**src/zled_pkg.sv**
```systemverilog
`default_nettype none

package zled_pkg;

  // phase codes double as the byte kind reported for that phase
  localparam logic [2:0] PH_HEADER = 3'd0;
  localparam logic [2:0] PH_NAME   = 3'd1;
  localparam logic [2:0] PH_EXTRA  = 3'd2;
  localparam logic [2:0] PH_BODY   = 3'd3;
  localparam logic [2:0] PH_IGNORE = 3'd4;
  localparam logic [2:0] PH_REJECT = 3'd5;

  localparam logic [2:0] ERR_NONE       = 3'd0;
  localparam logic [2:0] ERR_SIGNATURE  = 3'd1;
  localparam logic [2:0] ERR_ENCRYPTED  = 3'd2;
  localparam logic [2:0] ERR_DESCRIPTOR = 3'd3;
  localparam logic [2:0] ERR_METHOD     = 3'd4;

  localparam logic [1:0] METH_STORED  = 2'd0;
  localparam logic [1:0] METH_DEFLATE = 2'd1;
  localparam logic [1:0] METH_OTHER   = 2'd2;

  localparam logic [31:0] SIG_LOCAL   = 32'h04034b50;
  localparam logic [31:0] SIG_CENTRAL = 32'h02014b50;
  localparam logic [31:0] SIG_END     = 32'h06054b50;

  localparam logic [15:0] METHOD_STORED  = 16'd0;
  localparam logic [15:0] METHOD_DEFLATE = 16'd8;

  localparam logic [4:0] HDR_LAST = 5'd29;

  // header byte offsets that are captured
  localparam logic [4:0] OFS_SIG0   = 5'd0;
  localparam logic [4:0] OFS_SIG1   = 5'd1;
  localparam logic [4:0] OFS_SIG2   = 5'd2;
  localparam logic [4:0] OFS_SIG3   = 5'd3;
  localparam logic [4:0] OFS_FLAG0  = 5'd6;
  localparam logic [4:0] OFS_FLAG1  = 5'd7;
  localparam logic [4:0] OFS_METH0  = 5'd8;
  localparam logic [4:0] OFS_METH1  = 5'd9;
  localparam logic [4:0] OFS_SIZE0  = 5'd18;
  localparam logic [4:0] OFS_SIZE1  = 5'd19;
  localparam logic [4:0] OFS_SIZE2  = 5'd20;
  localparam logic [4:0] OFS_SIZE3  = 5'd21;
  localparam logic [4:0] OFS_NAME0  = 5'd26;
  localparam logic [4:0] OFS_NAME1  = 5'd27;
  localparam logic [4:0] OFS_EXTRA0 = 5'd28;
  localparam logic [4:0] OFS_EXTRA1 = 5'd29;

  typedef struct packed {
    logic [2:0]  phase;
    logic [4:0]  header_index;
    logic [31:0] signature_word;
    logic [15:0] flag_bits;
    logic [15:0] method_word;
    logic [31:0] body_size;
    logic [15:0] name_size;
    logic [15:0] extra_size;
    logic [31:0] bytes_left;
    logic [2:0]  sticky_error;
  } state_t;

  typedef struct packed {
    logic [2:0]  byte_kind;
    logic [7:0]  data_out;
    logic [1:0]  method;
    logic        entry_done;
    logic [2:0]  error_code;
    logic [31:0] entry_size;
  } result_t;

  function automatic logic [1:0] method_class(input logic [15:0] w);
    logic [1:0] c;
    if (w == METHOD_STORED) c = METH_STORED;
    else if (w == METHOD_DEFLATE) c = METH_DEFLATE;
    else c = METH_OTHER;
    return c;
  endfunction

endpackage

`default_nettype wire

```
**src/zled_step.sv**
```systemverilog
`default_nettype none

module zled_step
  import zled_pkg::*;
(
  input  state_t     st,
  input  logic [7:0] data_byte,
  output state_t     st_next,
  output result_t    res
);

  logic do_adv;

  always_comb begin
    st_next        = st;
    do_adv         = 1'b0;
    res.byte_kind  = st.phase;
    res.data_out   = data_byte;
    res.method     = METH_STORED;
    res.entry_done = 1'b0;
    res.error_code = ERR_NONE;
    res.entry_size = 32'd0;

    unique case (st.phase)
      PH_HEADER: begin
        case (st.header_index)
          OFS_SIG0:   st_next.signature_word = {24'd0, data_byte};
          OFS_SIG1:   st_next.signature_word[15:8] = data_byte;
          OFS_SIG2:   st_next.signature_word[23:16] = data_byte;
          OFS_SIG3:   st_next.signature_word[31:24] = data_byte;
          OFS_FLAG0:  st_next.flag_bits = {8'd0, data_byte};
          OFS_FLAG1:  st_next.flag_bits[15:8] = data_byte;
          OFS_METH0:  st_next.method_word = {8'd0, data_byte};
          OFS_METH1:  st_next.method_word[15:8] = data_byte;
          OFS_SIZE0:  st_next.body_size = {24'd0, data_byte};
          OFS_SIZE1:  st_next.body_size[15:8] = data_byte;
          OFS_SIZE2:  st_next.body_size[23:16] = data_byte;
          OFS_SIZE3:  st_next.body_size[31:24] = data_byte;
          OFS_NAME0:  st_next.name_size = {8'd0, data_byte};
          OFS_NAME1:  st_next.name_size[15:8] = data_byte;
          OFS_EXTRA0: st_next.extra_size = {8'd0, data_byte};
          OFS_EXTRA1: st_next.extra_size[15:8] = data_byte;
          default: ;
        endcase
        st_next.header_index = st.header_index + 5'd1;
        if (st.header_index == HDR_LAST) begin
          // of the captured fields, only extra_size changes on the last header byte
          st_next.header_index = 5'd0;
          if (st.signature_word == SIG_CENTRAL || st.signature_word == SIG_END) begin
            st_next.phase = PH_IGNORE;
          end else if (st.signature_word != SIG_LOCAL) begin
            st_next.phase        = PH_REJECT;
            st_next.sticky_error = ERR_SIGNATURE;
            res.error_code       = ERR_SIGNATURE;
          end else if (st.flag_bits[0]) begin
            st_next.phase        = PH_REJECT;
            st_next.sticky_error = ERR_ENCRYPTED;
            res.error_code       = ERR_ENCRYPTED;
          end else if (st.flag_bits[3]) begin
            st_next.phase        = PH_REJECT;
            st_next.sticky_error = ERR_DESCRIPTOR;
            res.error_code       = ERR_DESCRIPTOR;
          end else begin
            res.method         = method_class(st.method_word);
            res.entry_size     = st.body_size;
            st_next.phase      = PH_NAME;
            st_next.bytes_left = {16'd0, st.name_size};
            do_adv             = 1'b1;
          end
        end
      end
      PH_NAME, PH_EXTRA, PH_BODY: begin
        res.method     = method_class(st.method_word);
        res.entry_size = st.body_size;
        if (st.bytes_left != 32'd0) st_next.bytes_left = st.bytes_left - 32'd1;
        do_adv = 1'b1;
      end
      PH_IGNORE: ;
      default: begin
        res.byte_kind  = PH_REJECT;
        res.error_code = st.sticky_error;
      end
    endcase

    // skip finished and empty sections, at most name -> extra -> body -> done
    if (do_adv && st_next.bytes_left == 32'd0) begin
      if (st_next.phase == PH_NAME) begin
        st_next.phase      = PH_EXTRA;
        st_next.bytes_left = {16'd0, st_next.extra_size};
      end
      if (st_next.phase == PH_EXTRA && st_next.bytes_left == 32'd0) begin
        st_next.phase      = PH_BODY;
        st_next.bytes_left = st_next.body_size;
      end
      if (st_next.phase == PH_BODY && st_next.bytes_left == 32'd0) begin
        res.entry_done = 1'b1;
        if (method_class(st_next.method_word) == METH_OTHER) begin
          st_next.phase        = PH_REJECT;
          st_next.sticky_error = ERR_METHOD;
          res.error_code       = ERR_METHOD;
        end else begin
          st_next.phase        = PH_HEADER;
          st_next.header_index = 5'd0;
        end
      end
    end
  end

endmodule

`default_nettype wire

```
**src/zip_local_entry_deframer_core.sv**
```systemverilog
`default_nettype none

// ZIP local entry deframer. Takes one archive byte per transfer and returns one
// tagged result per byte in the cycle after its transfer, one byte per cycle
// while the output side does not stall: the parse state and the result register
// are both updated in the same cycle. The input is stalled only while a result
// sits in the output register and the output side stalls. Errors are sticky until
// reset; after a central directory or end record all bytes are marked ignored.

module zip_local_entry_deframer_core
  import zled_pkg::*;
(
  input  wire logic        clk,
  input  wire logic        rst,
  input  wire logic        in_valid,
  output logic             in_stall,
  input  wire logic [7:0]  data_byte,
  output logic             out_valid,
  input  wire logic        out_stall,
  output logic [2:0]       byte_kind,
  output logic [7:0]       data_out,
  output logic [1:0]       method,
  output logic             entry_done,
  output logic [2:0]       error_code,
  output logic [31:0]      entry_size
);

  state_t  st;
  state_t  st_next;
  result_t res_next;
  result_t res;
  logic    accept;

  assign in_stall = out_valid & out_stall;
  assign accept   = in_valid & ~in_stall;

  zled_step u_step (
    .st        (st),
    .data_byte (data_byte),
    .st_next   (st_next),
    .res       (res_next)
  );

  always_ff @(posedge clk) begin
    if (rst) begin
      st <= '{phase: PH_HEADER, default: '0};
    end else if (accept) begin
      st <= st_next;
    end
  end

  always_ff @(posedge clk) begin
    if (rst) begin
      out_valid <= 1'b0;
    end else if (accept) begin
      out_valid <= 1'b1;
    end else if (!out_stall) begin
      out_valid <= 1'b0;
    end
  end

  always_ff @(posedge clk) begin
    if (accept) res <= res_next;
  end

  assign byte_kind  = res.byte_kind;
  assign data_out   = res.data_out;
  assign method     = res.method;
  assign entry_done = res.entry_done;
  assign error_code = res.error_code;
  assign entry_size = res.entry_size;

  // empty trailing sections can close an entry on a header, name or extra byte
  a_done_on_entry: assert property (@(posedge clk) disable iff (rst)
    out_valid && entry_done |-> byte_kind <= PH_BODY)
    else $error("entry_done outside an entry byte");

  a_err_kind: assert property (@(posedge clk) disable iff (rst)
    out_valid && error_code != ERR_NONE |-> byte_kind != PH_IGNORE)
    else $error("error code on ignored byte");

  a_reject_sticky: assert property (@(posedge clk) disable iff (rst)
    st.phase == PH_REJECT |-> st.sticky_error != ERR_NONE)
    else $error("reject phase without stored error");

  a_accept_result: assert property (@(posedge clk) disable iff (rst)
    accept |=> out_valid)
    else $error("accepted byte produced no result");

endmodule

`default_nettype wire
```
**config.mk**
```make
export PLATFORM = sky130hd
export DESIGN_NAME = zip_local_entry_deframer_core
export DESIGN_NICKNAME = d
export VERILOG_FILES = /design/src/zled_pkg.sv /design/src/zled_step.sv /design/src/zip_local_entry_deframer_core.sv
export SDC_FILE = /design/constraint.sdc
export NUM_CORES = 1
export LEC_CHECK = 0
export ABC_CLOCK_PERIOD_IN_PS = 4800
export BUFFER_PORTS_ARGS = -buffer_cell sky130_fd_sc_hd__buf_2
export CAP_MARGIN = 10
export CORE_MARGIN = 4
export CORE_UTILIZATION = 40
export DETAILED_ROUTE_END_ITERATION = 16
export PLACE_DENSITY_LB_ADDON = 0.3
export SLEW_MARGIN = 20
export SYNTH_ARGS = -nofsm -noshare
export SYNTH_HDL_FRONTEND = slang
export SYNTH_SLANG_ARGS = --single-unit
```
**constraint.sdc**
```tcl
create_clock -name clk -period 4.8 [get_ports clk]
set_input_delay 0.96 -clock clk [delete_from_list [all_inputs] [get_ports clk]]
set_output_delay 0.96 -clock clk [all_outputs]
set_load 0.05 [all_outputs]
```
# Yosys cells after proc, flatten, opt, wreduce, memory -nomap -nowiden
# Cells that the tools add are included.
[classes] addsub=2 eq_ne=29 muxes=81 n_bitwise=3 reduce_logical=28
[op_table] op="$mux W32" count=11
[op_table] op="$mux W35" count=5
[op_table] op="$pmux W8 S2" count=10
[op_table] op="$mux W136" count=1
[op_table] op="$pmux W32 S2" count=2
[op_table] op="$logic_not A32 Y1" count=3
[op_table] op="$mux W8" count=9
[op_table] op="$mux W3" count=19
[op_table] op="$eq A5 B5 Y1 const B" count=8
[op_table] op="$eq A16 B4 Y1 const B" count=2
[op_table] op="$eq A32 B26 Y1 const B" count=1
[op_table] op="$eq A32 B27 Y1 const B" count=1
[op_table] op="$logic_not A16 Y1" count=2
[op_table] op="$ne A32 B27 Y1 const B" count=1
[op_table] op="$reduce_bool A32 Y1" count=1
[op_table] op="$sub A32 B1 Y32 const B" count=1
[op_table] op="$mux W2" count=12
[op_table] op="$reduce_and A3 Y1" count=8
[op_table] op="$eq A3 B2 Y1 const B" count=4
[op_table] op="$eq A5 B2 Y1 const B" count=2
[op_table] op="$eq A5 B3 Y1 const B" count=2
[op_table] op="$eq A5 B4 Y1 const B" count=2
[op_table] op="$reduce_bool A2 Y1" count=5
[op_table] op="$mux W1" count=7
[op_table] op="other kinds (20)" count=24
[word_totals] regBits=221 inputBits=12 output_inout_bits=51 wordCells=165

# Depth between registers and ports, before layout
# Gate-level depths: netlist of the first run.
[depth] word_depth=21 depth_mapped=16 mapped_depth_nobuf=13

# Modules after synthesis
# A second synthesis of the first run with hierarchy kept.
[unflattened] hier_cells=1536 area_unflattened_um2=14143.6
[by_module_without_submodules] mod="zip_local_entry_deframer_core" instances=1 cells_each=795 area_each_um2=9092.5 seq_area_each_um2=4914.7
[by_module_without_submodules] mod="zled_step" instances=1 cells_each=741 area_each_um2=5051.1 seq_area_each_um2=0.0

# Worst setup path after synthesis of the first run
# No wires, ideal clock.
[synth_path] path_type="register to register" startpoint="reg st[3] (netlist name)" endpoint="reg st[1] (netlist name)" setup_ps=221 arrival_time_ps=3777 setup_slack_ps=802 path_stages_with_launch=15 synth_period_minus_slack_ps=3998 cell_sequence="dfxtp_1 clkbuf_1 inv_1 ha_1 or4b_4 nor4_4 o211ai_1 a311o_1 o31a_1 or3b_4 a2111oi_4 buf_6 a31oi_4 a311oi_2 a31oi_1"
[synth_via] elab_chain_cells=16 elab_cells_between_ends=24
[synth_rtl] item="parallel branches: the longest is 5 deep, another holds $sub A32 B1 Y32"
[synth_rtl] item="$pmux W32 S2 (*)" line_no="zled_step.sv:24" source="unique case (st.phase)"
[synth_rtl] item="$mux W32" line_no="zled_step.sv:87" source="if (st_next.phase == PH_NAME) begin"
[synth_rtl] item="$mux W32" line_no="zled_step.sv:86" source="if (do_adv && st_next.bytes_left == 32'd0) begin"
[synth_rtl] item="$logic_not A32 Y1" line_no="zled_step.sv:91" source="if (st_next.phase == PH_EXTRA && st_next.bytes_left == 32'd0) begin"
[synth_rtl] item="$logic_and A1 B1 Y1" line_no="zled_step.sv:91"
[synth_rtl] item="$mux W32 or $mux W3 (tied branches)" line_no="zled_step.sv:91"
[synth_rtl] item="$mux W32 or $mux W3 (tied branches)" line_no="zled_step.sv:86"
[synth_rtl] item="$logic_not A32 Y1 or $eq A3 B2 Y1 (tied branches)" line_no="zled_step.sv:95" source="if (st_next.phase == PH_BODY && st_next.bytes_left == 32'd0) begin"
[synth_rtl] item="$logic_and A1 B1 Y1" line_no="zled_step.sv:95"
[synth_rtl] item="$mux W3" line_no="zled_step.sv:95"
[synth_rtl] item="$mux W35 (*)" line_no="zled_step.sv:86"
# Mark *: on every way between the ends. The select of a mux whose other input is x is not followed.
# A chain may end at the register's enable or synchronous reset.

# Worst setup path in the final report of the first run
[layout_path] startpoint="reg st[3] (netlist name)" endpoint="reg st[165] (netlist name)"
[layout_via] elab_chain_cells=16 elab_cells_between_ends=24
[layout_rtl] item="parallel branches: the longest is 5 deep, another holds $sub A32 B1 Y32"
[layout_rtl] item="$pmux W32 S2 (*)" line_no="zled_step.sv:24"
[layout_rtl] item="$mux W32" line_no="zled_step.sv:87"
[layout_rtl] item="$mux W32" line_no="zled_step.sv:86"
[layout_rtl] item="$logic_not A32 Y1" line_no="zled_step.sv:91"
[layout_rtl] item="$logic_and A1 B1 Y1" line_no="zled_step.sv:91"
[layout_rtl] item="$mux W32 or $mux W3 (tied branches)" line_no="zled_step.sv:91"
[layout_rtl] item="$mux W32 or $mux W3 (tied branches)" line_no="zled_step.sv:86"
[layout_rtl] item="$logic_not A32 Y1 or $eq A3 B2 Y1 (tied branches)" line_no="zled_step.sv:95"
[layout_rtl] item="$logic_and A1 B1 Y1" line_no="zled_step.sv:95"
[layout_rtl] item="$mux W8" line_no="zled_step.sv:95"
[layout_rtl] item="$mux W8 (*)" line_no="zled_step.sv:86"
# Marked as above.

==> results of run 1 <==
[cells by family (layout without fill, tap and decap cells)]
| kind of cell | count (synthesis) | count (layout) |
|---|---|---|
| AO/OA/AOI/OAI | 370 | 370 |
| buffers and inverters | 126 | 227 |
| multiplexers | 23 | 23 |
| AND/OR/NAND/NOR | 585 | 585 |
| adder cells (fa/ha/maj) | 5 | 5 |
| XOR/XNOR | 4 | 4 |
| flip-flops | 207 | 207 |
[flip-flops by register name (all words and copies together), names as in the netlist]
signal      cells
out_valid       1
error_code      3
byte_kind       3
st            157
method          2
entry_size     32
entry_done      1
data_out        8
[how the worst max path moves through the flow]
stage / startpoint / endpoint / cells after the start
after floorplan: st[3]$_SDFFE_PP0P_ / st[1]$_SDFFE_PP0P_ / 14
after global placement: st[4]$_SDFFE_PP0P_ / st[165]$_SDFFE_PP0P_ / 14
after detailed placement: st[3]$_SDFFE_PP0P_ / st[165]$_SDFFE_PP0P_ / 14
after CTS: st[3]$_SDFFE_PP0P_ / st[165]$_SDFFE_PP0P_ / 14
after global routing: st[3]$_SDFFE_PP0P_ / st[1]$_SDFFE_PP0P_ / 16
final: st[3]$_SDFFE_PP0P_ / st[165]$_SDFFE_PP0P_ / 14
[layout make-up]
cell class                      count  area share [%]
Clock buffer                       33            5.25
Multi-Input combinational cell    987            46.1
Tap cell                          372            3.57
Inverter                           20           0.594
Sequential cell                   207            35.5
Clock inverter                     11           0.681
Timing Repair Buffer              163            8.30
[power groups by stage]
stage | registers (µW) | logic, µW | clock network, µW
detailed placement | 1930 | 596 | 0
global placement | 1930 | 596 | 0
floorplan | 1990 | 340 | 0
CTS | 1890 | 599 | 1810
global route | 1900 | 650 | 1880
finish | 1900 | 609 | 1780
[Yosys cell counts, drive strengths merged, types with 8 or more instances]
cell type,count
nand4,25
or4,8
nor2b,8
a211oi,31
nor4,27
o31a,10
a31oi,21
and2,44
a32o,14
dfxtp,158
a22o,12
nor2,179
clkbuf,97
nand2,128
nor3,38
nand3,58
or3,10
and3,20
a21oi,82
edfxtp,49
o211ai,9
o21ai,42
a22oi,61
inv,18
o21a,9
buf,9
mux2i,22
[worst register-to-register path, delay by kind of cell (launching register included)]
family | cells | cell delay [ns]
AOI/OAI and AO/OA | 6 | 2.00
adders and majority gates | 1 | 0.21
buffers and inverters | 3 | 0.43
DFF | 1 | 0.31
and+or+nand+nor | 4 | 1.51
[stage by stage]
step	total power, µW	setup slack, ns
2_1_floorplan	2330	0.802
3_3_place_gp	2530	0.120
3_5_place_dp	2530	0.231
4_1_cts	4300	0.173
5_1_grt	4430	0.00466
6_report	4290	0.233
[routing by layer]
layer / up-vias / track usage, % / share of wire (%)
li1: 5101 / - / -
met1: 5385 / 34.8 / 41
met2: 505 / 43.5 / 46
met3: 107 / 4.74 / 7.8
met4: 0 / 10.6 / 4.6
met5: - / 0 / 0
[timing repair]
action                                  in CTS  in global routing
resized for setup                            0                  3
endpoints found under the setup margin       0                 16
hold buffers                                 0                  0
hold endpoints to repair                     0                  0
==> reports/metrics.yaml, run 1 <==
outcome: "completed"
synth_top_family_by_area: "simple AND/OR/NAND/NOR gates"
synthDominantCellAreaShare_pct: 28.4
layout_commonest_cell: "nor2_1"
drtIter0Drc: 1319
clkTransAtPathRegs_ns: 0.07
multi_input_area_um2: 6010
start_util_pct: 40.9
avgSynthCellArea_um2: 8.43
pin_count: 63
die_area_um2: 30500
setup_viol: 0
cp_max_fo: 9
ir_drop_uv: 300
fin_util_pct: 48.0
reg2reg_slack_ns: 0.23
min_period_over_period_pct: 95.2
final_cell_area_um2: 13000
swShare_pct: 29.1
p_sw_uw: 1250
synth_compound_area_share_pct: 24.1
skew_ns: 0.0224
grt_max_degree: 79
worstSetupEndpointType: "flip-flop"
slew_violations: 0
whs_ns: 0.451
dp_hpwl_um: 30900
synthDistinctLibCells: 89
antenna_found_initial: 0
drive_gt1_share_pct: 17.3
cp.required_ns: 5.23
synth_xor_area_share_pct: 0.315
min_path_cells: 2
synth-adder-area-share_pct: 0.562
syn-num-nets: 1337
clockBufferDepth: 3
post-place-cells: 1749
slowest_stage: "o41a_1"
grtUsageTotal_pct: 26.5
critical_path_class: "reg -> reg"
die_x_um: 175
seq_power_share_pct: 44.2
n_fill_cell: 2704
max-slew-margin-rel_pct: 29.6
die_h_um: 175
worstPathArrival_ns: 5.00
postSynth.asyncResetShare_pct: 0
yosysTopAreaCell: "dfxtp_1"
hold_path.class: "reg -> reg"
final_nets: 1420
p_clk_share_pct: 41.6
fin_cells: 1793
seq_area_frac_synth_pct: 41.7
synthFlopType: "dfxtp_1"
cp-start-kind: "flip-flop"
hold_viol_final: 0
syn_inst: 1320
gp_congestion: 1.03
max_freq_ghz: 0.219
dr.pass1.iters: 6
synthSimpleGateAreaFrac_pct: 26.7
num_vias: 11100
yosysWarnings: 0
postRouteWirelength_um: 42200
h-tree-depth: 1
p_leak_uw: 0.00485
post_dp_cell_area_um2: 12300
clock-sinks: 207
cap_violations: 0
syn-cell-area_um2: 11100
r2r-end: "st[165]$_SDFFE_PP0P_"
r2r_cells: 14
max_stage_delay_ns: 0.54
cts_tree: "done"
wl_per_cell_um: 23.5
tightest_slew_ns: 1.06
mostFrequentLayoutCells: "nor2_1 (179), dfxtp_1 (158), nand2_1 (127), buf_4 (101), a21oi_1 (82)"
powerDensity_nw_per_um2: 329
placement.io_buffers: 62
rsz0062_at_grt: "false"
clk_latency_ns: 0.54
coreArea_um2: 27200
antenna_left: 0
synth-edff-count: 49
holdPathEnd: "st[102]$_SDFFE_PP0P_"
cts_setup_buffers: 0
holdCritStartpoint: "st[102]$_SDFFE_PP0P_"
diodes: 0
timing.critical_path.mode_cell: "buf_4"
rows: 60
regArea_um2: 4630
tns_ns: 0
grt_pass1_vias: 10600
synth_seq_cells: 207
path_cells: "inv_1 > ha_1 > or4b_4 > nor4_4 > a311oi_1 > a211oi_1 > o21ai_0 > o41a_1 > nor4_1 > nor4b_2 > buf_4 > a2111oi_4 > buf_4 > o41ai_1"
avgViaCountPerCell: 6.19
synth_mux_area_share_pct: 2.08
critPathTopFamily: "compound AO/OA/AOI/OAI gates"
grt-ovfl-total: 0
r2r_start: "st[3]$_SDFFE_PP0P_"
power_frac_comb_pct: 14.2
worst-path-buf-inv: 3
drc: 0
grt_pass1_wl_um: 64000
finalCriticalPeriod_ns: 4.57
numCtsBuffers: 24
intPower_uw: 3040
ys_top_cells_by_area: "dfxtp_1 (28%), edfxtp_1 (13%), nor2_1 (6.0%)"
area_growth_pct: 17.3
clockRootBuffer: "clkbuf_16"
No activity file was read; power rests on OpenSTA's default activity.
==> run 2: changes to the inputs <==
--- a/config.mk
+++ b/config.mk
@@ -12,6 +12,7 @@
 export CORE_UTILIZATION = 40
 export DETAILED_ROUTE_END_ITERATION = 16
 export PLACE_DENSITY_LB_ADDON = 0.3
+export REMOVE_ABC_BUFFERS = 1
 export SLEW_MARGIN = 20
 export SYNTH_ARGS = -nofsm -noshare
 export SYNTH_HDL_FRONTEND = slang
==> run 2 against run 1 <==
Against the previous run:
- utilization grew 0.31 points
- worst hold slack is essentially flat
- fmax shrank 1.2%
- register-to-register slack lost 0.06 ns
- global-route usage grew 1.4 points
- flip-flop and latch count is the same
- critical path depth is the same
- count of clock-buffer cells in the layout is the same
- final area grew 0.65%
- combinational power grew 5.9%
- critical path type unchanged
- critical endpoint is now st[27]$_SDFFE_PP0P_
- largest power group unchanged
- highest routed layer unchanged
==> reports/metrics.yaml, run 2 (same netlist as run 1, synthesis figures left out) <==
outcome: "completed"  # unchanged
r2r_cells: 14  # unchanged
min_period_over_period_pct: 96.3  # was 95.2%
die_x_um: 175  # unchanged
grt_max_degree: 56  # was 79
rows: 60  # unchanged
diodes: 0  # unchanged
final_nets: 1424  # was 1,420
cp-start-kind: "flip-flop"  # unchanged
avgViaCountPerCell: 6.22  # was 6.19
layout_commonest_cell: "nor2_1"  # unchanged
dp_hpwl_um: 32700  # was 30,900 µm
fin_util_pct: 48.3  # was 48.0%
reg2reg_slack_ns: 0.18  # was 0.23 ns
grt-ovfl-total: 0  # unchanged
cap_violations: 0  # unchanged
tightest_slew_ns: 1.06  # about the same
skew_ns: 0.0127  # was 0.0224 ns
numCtsBuffers: 24  # unchanged
holdPathEnd: "st[106]$_SDFFE_PP0P_"  # was st[102]$_SDFFE_PP0P_
postCtsHoldBufs: 0  # unchanged
clockBufferDepth: 3  # unchanged
whs_ns: 0.450  # was 0.451 ns
dr.pass1.iters: 6  # unchanged
r2r_start: "st[163]$_SDFFE_PP0P_"  # was st[3]$_SDFFE_PP0P_
setup_viol: 0  # unchanged
min_path_cells: 2  # unchanged
antenna_left: 0  # unchanged
cts_tree: "done"  # unchanged
die_h_um: 175  # unchanged
r2r-end: "st[27]$_SDFFE_PP0P_"  # was st[165]$_SDFFE_PP0P_
ir_drop_uv: 336  # was 300 µV
num_vias: 11200  # was 11,100
pin_count: 63  # unchanged
regMostFlops: "st"  # unchanged
h-tree-depth: 1  # unchanged
max_stage_delay_ns: 0.80  # was 0.54 ns
max-slew-margin-rel_pct: 28.9  # was 29.6%
final_cell_area_um2: 13100  # was 13,000 µm²
coreArea_um2: 27200  # unchanged
die_area_um2: 30500  # unchanged
p_leak_uw: 0.00489  # was 0.00485 µW
post_dp_cell_area_um2: 12300  # about the same
hold_viol_final: 0  # unchanged
n_fill_cell: 2720  # was 2,704
antenna_found_initial: 0  # unchanged
max_freq_ghz: 0.216  # was 0.219 GHz
multi_input_area_um2: 6030  # was 6010 µm²
clock-sinks: 207  # unchanged
grtUsageTotal_pct: 27.9  # was 26.5%
start_util_pct: 40.9  # unchanged
finalCriticalPeriod_ns: 4.62  # was 4.57 ns
grt_pass1_wl_um: 66200  # was 64,000 µm
area_growth_pct: 18.1  # was 17.3%
gp_congestion: 1.05  # was 1.03
mostFrequentLayoutCells: "nor2_1 (179), dfxtp_1 (158), nand2_1 (127), buf_4 (105), a21oi_1 (82)"  # was nor2_1 (179), dfxtp_1 (158), nand2_1 (127), buf_4 (101), a21oi_1 (82)
wl_per_cell_um: 24.7  # was 23.5 µm
critical_path_class: "reg -> reg"  # unchanged
drive_gt1_share_pct: 17.8  # was 17.3%
hold_path.class: "reg -> reg"  # unchanged
placement.io_buffers: 62  # unchanged
clockRootBuffer: "clkbuf_16"  # unchanged
grt_pass1_vias: 10300  # was 10,600
powerDensity_nw_per_um2: 336  # was 329 nW/µm²
postRouteWirelength_um: 44300  # was 42,200 µm
drtIter0Drc: 1270  # was 1,319
timing.critical_path.mode_cell: "nand3_1"  # was buf_4
slew_violations: 0  # unchanged
tns_ns: 0  # unchanged
clk_latency_ns: 0.53  # was 0.54 ns
worstSetupEndpointType: "flip-flop"  # unchanged
largest_reg_flops: 157  # unchanged
clkTransAtPathRegs_ns: 0.06  # was 0.07 ns
regArea_um2: 4630  # unchanged
slowest_stage: "or4_1"  # was o41a_1
fin_cells: 1797  # was 1,793
cp.required_ns: 5.25  # was 5.23 ns
path_cells: "ha_1 > and4_1 > nand3_1 > or4_1 > a211oi_2 > nand3_1 > nor4_1 > nand3_1 > nor4_4 > buf_4 > and2_1 > buf_4 > nand2_1 > a21oi_1"  # was inv_1 > ha_1 > or4b_4 > nor4_4 > a311oi_1 > a211oi_1 > o21ai_0 > o41a_1 > nor4_1 > nor4b_2 > buf_4 > a2111oi_4 > buf_4 > o41ai_1
cts_setup_buffers: 0  # unchanged
post-place-cells: 1753  # was 1,749
worstPathArrival_ns: 5.08  # was 5.00 ns
holdCritStartpoint: "st[106]$_SDFFE_PP0P_"  # was st[102]$_SDFFE_PP0P_
cp_max_fo: 11  # was 9
drc: 0  # unchanged
==> run 2: metal layers <==
metal / track usage (%) / share of wire (%) / vias up
met2: 45.7 / 46 / 584
met4: 10.7 / 4.8 / 0
met5: 0 / 0 / -
met3: 3.50 / 8.1 / 115
met1: 37.8 / 41 / 5372
li1: - / - / 5115
==> run 2: worst max-delay path by stage <==
stage	cells after the start	to	slack (ns)	startpoint
final	14	st[27]$_SDFFE_PP0P_	0.18	st[163]$_SDFFE_PP0P_
after global routing	13	st[165]$_SDFFE_PP0P_	-0.02	st[163]$_SDFFE_PP0P_
after CTS	15	st[165]$_SDFFE_PP0P_	0.08	st[4]$_SDFFE_PP0P_
after detailed placement	15	st[165]$_SDFFE_PP0P_	0.20	st[4]$_SDFFE_PP0P_
after global placement	15	st[168]$_SDFFE_PP0P_	0.06	st[4]$_SDFFE_PP0P_
after floorplan	8	st[147]$_SDFFE_PP0P_	-1.28	out_stall
==> run 2: through the flow <==
step / total power [µW] / worst slack, ns
after floorplan: 2290 / -1.28
after global placement: 2570 / 0.0595
after detailed placement: 2570 / 0.197
after CTS: 4430 / 0.0779
after global routing: 4570 / -0.0173
final: 4410 / 0.177
==> run 2: area by class of cell <==
| type | instances | share of cell area, % |
|---|---|---|
| well taps | 372 | 3.54 |
| flip-flops and latches | 207 | 35.3 |
| clock buffers | 33 | 5.21 |
| clock inverters | 11 | 0.972 |
| inverters | 20 | 0.591 |
| repair buffers | 167 | 8.48 |
| multi-input cells | 987 | 45.9 |
==> run 2: report_power, final <==
part	switching, µW	leakage (µW)	internal [µW]
Combinational	449	0.00272	195
Sequential	54.4	0.00178	1850
Clock	758	0.000394	1110
==> run 2: worst max-delay path: cells and delay by family, from the launching register on <==
family / cells / cell delay, ns
AND/OR/NAND/NOR: 9 / 2.91
adder cells (fa/ha/maj): 1 / 0.26
AO/OA/AOI/OAI: 2 / 0.51
flip-flops: 1 / 0.43
buffers and inverters: 2 / 0.42
==> run 2: repair_timing <==
| action | CTS | global route |
|---|---|---|
| resized for setup | 0 | 7 |
| endpoints found under the setup margin | 0 | 20 |
| hold endpoints to repair | 0 | 0 |
